--- config.mk ---
export PLATFORM = sky130hd
export DESIGN_NAME = bsf_front
export DESIGN_NICKNAME = d
export VERILOG_FILES = /design/src/rtl/core/bsf_pkg.sv /design/src/rtl/core/bsf_front.sv
export SDC_FILE = /design/constraint.sdc
export NUM_CORES = 2
export LEC_CHECK = 0
export BUFFER_PORTS_ARGS = -buffer_cell sky130_fd_sc_hd__buf_4
export CAP_MARGIN = 20
export CORE_MARGIN = 2
export CORE_UTILIZATION = 62
export DETAILED_ROUTE_END_ITERATION = 10
export PLACE_DENSITY = 0.8
export RECOVER_POWER = 50
export SYNTH_ARGS = -nofsm -noshare
export SYNTH_HDL_FRONTEND = slang
export SYNTH_SLANG_ARGS = --single-unit
--- constraint.sdc ---
create_clock -name clk -period 9.55 [get_ports clk]
set_clock_uncertainty 0.05 [all_clocks]
set_input_delay 0.955 -clock clk [delete_from_list [all_inputs] [get_ports clk]]
set_output_delay 0.955 -clock clk [all_outputs]
set_load 0.05 [all_outputs]
--- src/rtl/core/bsf_pkg.sv ---
package bsf_pkg;

  localparam int CoordWidth = 32;
  localparam int FracBits   = 16;
  localparam int CfgWidth   = 32;
  localparam int AddrWidth  = 3;

  localparam int LenWidth = CoordWidth + 1;
  localparam int SqWidth  = 2 * LenWidth;
  localparam int MagWidth = LenWidth + CfgWidth - FracBits;
  localparam int MagLo    = MagWidth / 2;
  localparam int MagHi    = MagWidth - MagLo;
  localparam int NumWidth = MagWidth + LenWidth;
  localparam int CmpWidth = (LenWidth > CfgWidth) ? LenWidth : CfgWidth;

  localparam logic [CfgWidth-1:0] SpringConstantReset = CfgWidth'(1) << FracBits;
  localparam logic [CfgWidth-1:0] RestLengthReset     = CfgWidth'(1) << FracBits;

  typedef enum logic {
    RegSpringConstant = 1'b0,
    RegRestLength     = 1'b1
  } reg_idx_t;

  typedef struct packed {
    logic signed [CoordWidth-1:0] particle_x;
    logic signed [CoordWidth-1:0] particle_y;
    logic signed [CoordWidth-1:0] other_x;
    logic signed [CoordWidth-1:0] other_y;
  } in_req_t;

  typedef struct packed {
    logic signed [CoordWidth-1:0] force_x;
    logic signed [CoordWidth-1:0] force_y;
    logic                         applied;
    logic                         saturated;
  } out_res_t;

  typedef struct packed {
    logic                neg_x;
    logic                neg_y;
    logic [LenWidth-1:0] ax;
    logic [LenWidth-1:0] ay;
  } side_t;

  typedef struct packed {
    logic slack;
    logic neg_x;
    logic neg_y;
  } ctl_t;

endpackage

--- src/rtl/core/bsf_front.sv ---
module bsf_front (
  input  logic                         clk,
  input  logic                         rst_n,
  input  logic                         req_valid,
  input  bsf_pkg::in_req_t             req,
  output logic                         sum_valid,
  output logic [bsf_pkg::SqWidth-1:0]  sum,
  output bsf_pkg::side_t               side
);
  import bsf_pkg::*;

  logic [3:0]          v_r;
  logic [LenWidth-1:0] dx_r, dy_r;
  side_t               side2_r, side3_r, side4_r;
  logic [SqWidth-1:0]  sx_r, sy_r, sum_r;

  always_ff @(posedge clk) begin
    if (!rst_n) begin
      v_r <= '0;
    end else begin
      v_r <= {v_r[2:0], req_valid};
    end
  end

  always_ff @(posedge clk) begin
    dx_r <= {req.particle_x[CoordWidth-1], req.particle_x}
          - {req.other_x[CoordWidth-1], req.other_x};
    dy_r <= {req.particle_y[CoordWidth-1], req.particle_y}
          - {req.other_y[CoordWidth-1], req.other_y};

    side2_r.neg_x <= dx_r[LenWidth-1];
    side2_r.neg_y <= dy_r[LenWidth-1];
    side2_r.ax    <= dx_r[LenWidth-1] ? (~dx_r + 1'b1) : dx_r;
    side2_r.ay    <= dy_r[LenWidth-1] ? (~dy_r + 1'b1) : dy_r;

    sx_r    <= SqWidth'(side2_r.ax) * SqWidth'(side2_r.ax);
    sy_r    <= SqWidth'(side2_r.ay) * SqWidth'(side2_r.ay);
    side3_r <= side2_r;

    sum_r   <= sx_r + sy_r;
    side4_r <= side3_r;
  end

  assign sum_valid = v_r[3];
  assign sum       = sum_r;
  assign side      = side4_r;

endmodule

==> flow_metrics.env <==
export IMPL_status="finished with violations"
export IMPL_violations="design-rule violations, max-capacitance violations, max-slew violations"
export IMPL_drc_errors=2
export IMPL_async_reset_ff_share_pct=0
export IMPL_antenna_found_initial=15
export IMPL_vias_per_cell=5.51
export IMPL_wl_um=191000
export IMPL_worst_path_buf_inv=10
export IMPL_start_util_pct=62.6
export IMPL_ant_nets=0
export IMPL_finalCritPeriodShare_pct=95.4
export IMPL_fmax_mhz=110
export IMPL_hold_class="reg -> reg"
export IMPL_synth_edff_count=0
export IMPL_max_cap_violations=2
export IMPL_rsz0062_at_grt="false"
export IMPL_grt_overflow_total=0
export IMPL_period_minus_slack_ns=9.11
export IMPL_yosysUniqueCellTypes=71
export IMPL_dp_final_hpwl_um=159000
export IMPL_hold_viol=0
export IMPL_dpl_instance_area_um2=82700
export IMPL_io_pins=266
export IMPL_synth_nets=10900
export IMPL_slowest_stage="o41ai_1"
export IMPL_drtIter0Drc=4060
export IMPL_num_rows=130
export IMPL_cts_buffer_depth=3
export IMPL_cp_required_ns=10.06
export IMPL_drive_gt1_share_pct=4.47
export IMPL_yosysTopAreaCellShare_pct=43.7
export IMPL_slowest_delay_ns=0.77
export IMPL_yosysWarnings=0
export IMPL_yosysTopAreaCell="fa_1"
export IMPL_cts_tree="yes"
export IMPL_critPathArrivalTime_ns=9.62
export IMPL_setup_viol=0
export IMPL_post_cts_buffers=0
export IMPL_cts_htree_levels=2
export IMPL_synthFlopType="dfxtp_1"
export IMPL_post_cts_resized=0
export IMPL_final_util_pct=66.8
export IMPL_place_inst=10200
export IMPL_clk_latency_ns=0.70
export IMPL_root_buffer="clkbuf_16"
export IMPL_setup_tns_ns=0
export IMPL_die_area_um2=130000
export IMPL_grt_pass1_wl_um=316000
export IMPL_path_clk_slew_ns=0.06
export IMPL_fp_dieH_um=361
export IMPL_cp_max_fo=13
export IMPL_stdcell_count=10300
export IMPL_cp_start_kind="flip-flop"
export IMPL_coreArea_um2=126000
export IMPL_tightest_slew_ns=1.62
export IMPL_dr_pass1_iters=9
export IMPL_grt_pass1_vias=63000
export IMPL_synth_seq_area_share_pct=11.9
export IMPL_cp_top_family="adder cells"
export IMPL_final_fill_count=9921
export IMPL_gp_congestion=0.946
export IMPL_synth_seq_cells=468
export IMPL_synth_area_top_cells="fa_1 44%, dfxtp_1 12%, inv_1 12%"
export IMPL_grt_start_max_net_pins=35
export IMPL_synth_area_um2=78900
export IMPL_synth_most_common_cell="inv_1"
export IMPL_cts_buffers=55
export IMPL_hold_buffers=0
export IMPL_slew_headroom_pct=-7.80
export IMPL_port_buffers=265
export IMPL_fin_nets=11100
export IMPL_slew_viol_final=62
export IMPL_finish_instance_area_um2=84100
export IMPL_crit_type="reg -> reg"
export IMPL_routedWlPerCell_um=18.6
export IMPL_syn_area_per_cell_um2=9.37
export IMPL_cp_end_kind="flip-flop"
export IMPL_num_vias=56600
export IMPL_grt_use_total_pct=30.7
export IMPL_syn_to_final_growth_pct=6.70
export IMPL_die_w_um=361
export IMPL_cts_sinks=468
export IMPL_synthCells=8415
export IMPL_synth_commonest_cells="2428 x inv_1, 1720 x fa_1, 743 x nand2_1"
## state kept, by name, indices dropped and copies added, names as in the netlist
| signal | count |
|---|---|
| side | 68 |
| dx_r | 33 |
| sum | 66 |
| dy_r | 33 |
| sx_r | 65 |
| side2_r | 68 |
| side3_r | 66 |
| v_r | 4 |
| sy_r | 65 |
## logic make-up after synthesis
group | synth area share, %
AO/OA/AOI/OAI | 6.88
XOR/XNOR | 3.61
adder cells (fa/ha/maj) | 54.4
buffers and inverters | 12.8
flip-flops | 11.9
multiplexers | 0.0920
AND/OR/NAND/NOR | 10.3
## final timing paths
path | end | slack, ns | start | cells past startpoint
max | sy_r[62]$_DFF_P_ | 0.44 | side2_r[1]$_DFF_P_ | 29
min | side[67]$_DFF_P_ | 0.27 | side3_r[67]$_DFF_P_ | 0
max reg2reg | sy_r[62]$_DFF_P_ | 0.44 | side2_r[1]$_DFF_P_ | 29
min reg2reg | side[67]$_DFF_P_ | 0.27 | side3_r[67]$_DFF_P_ | 0
## routing by layer
layer	vias up	GRT usage, %	wire (um)
met1	28600	37.9	72400
met2	2176	52.6	94800
met5	-	0	14
met4	2	14.8	10100
met3	683	5.01	14000
li1	25200	-	-
## layout make-up
class | instances | area, um2 | area share (%)
inverters | 2433 | 9130 | 10.9
clock buffers | 68 | 1500 | 1.78
flip-flops and latches | 468 | 9370 | 11.1
clock inverters | 34 | 428 | 0.509
diodes | 2 | 5.00 | 0.00595
well taps | 1650 | 2060 | 2.45
repair buffers | 363 | 2270 | 2.70
multi-input cells | 5251 | 59400 | 70.6
## cells in the final DEF, fill, tap and decap left out, drive strengths merged, types with 50 or more instances in the layout
cell / count
clkbuf: 190
xor2: 82
buf: 241
ha: 679
inv: 2438
nand2: 743
and2: 424
a21o: 144
o21ai: 160
nor2: 203
xnor2: 243
dfxtp: 468
fa: 1720
a21oi: 276
o21bai: 50
## per-stage QoR
step	hold slack (ns)	setup WS (ns)
6_report	0.267	0.438
5_1_grt	0.279	0.0550
4_1_cts	0.273	0.696
3_5_place_dp	0.262	0.739
3_3_place_gp	0.260	0.826
2_1_floorplan	0.260	1.54
Power is left out: the tool's default activity adds up to more than one toggle a clock period on the data nets, which glitch-free logic cannot reach.
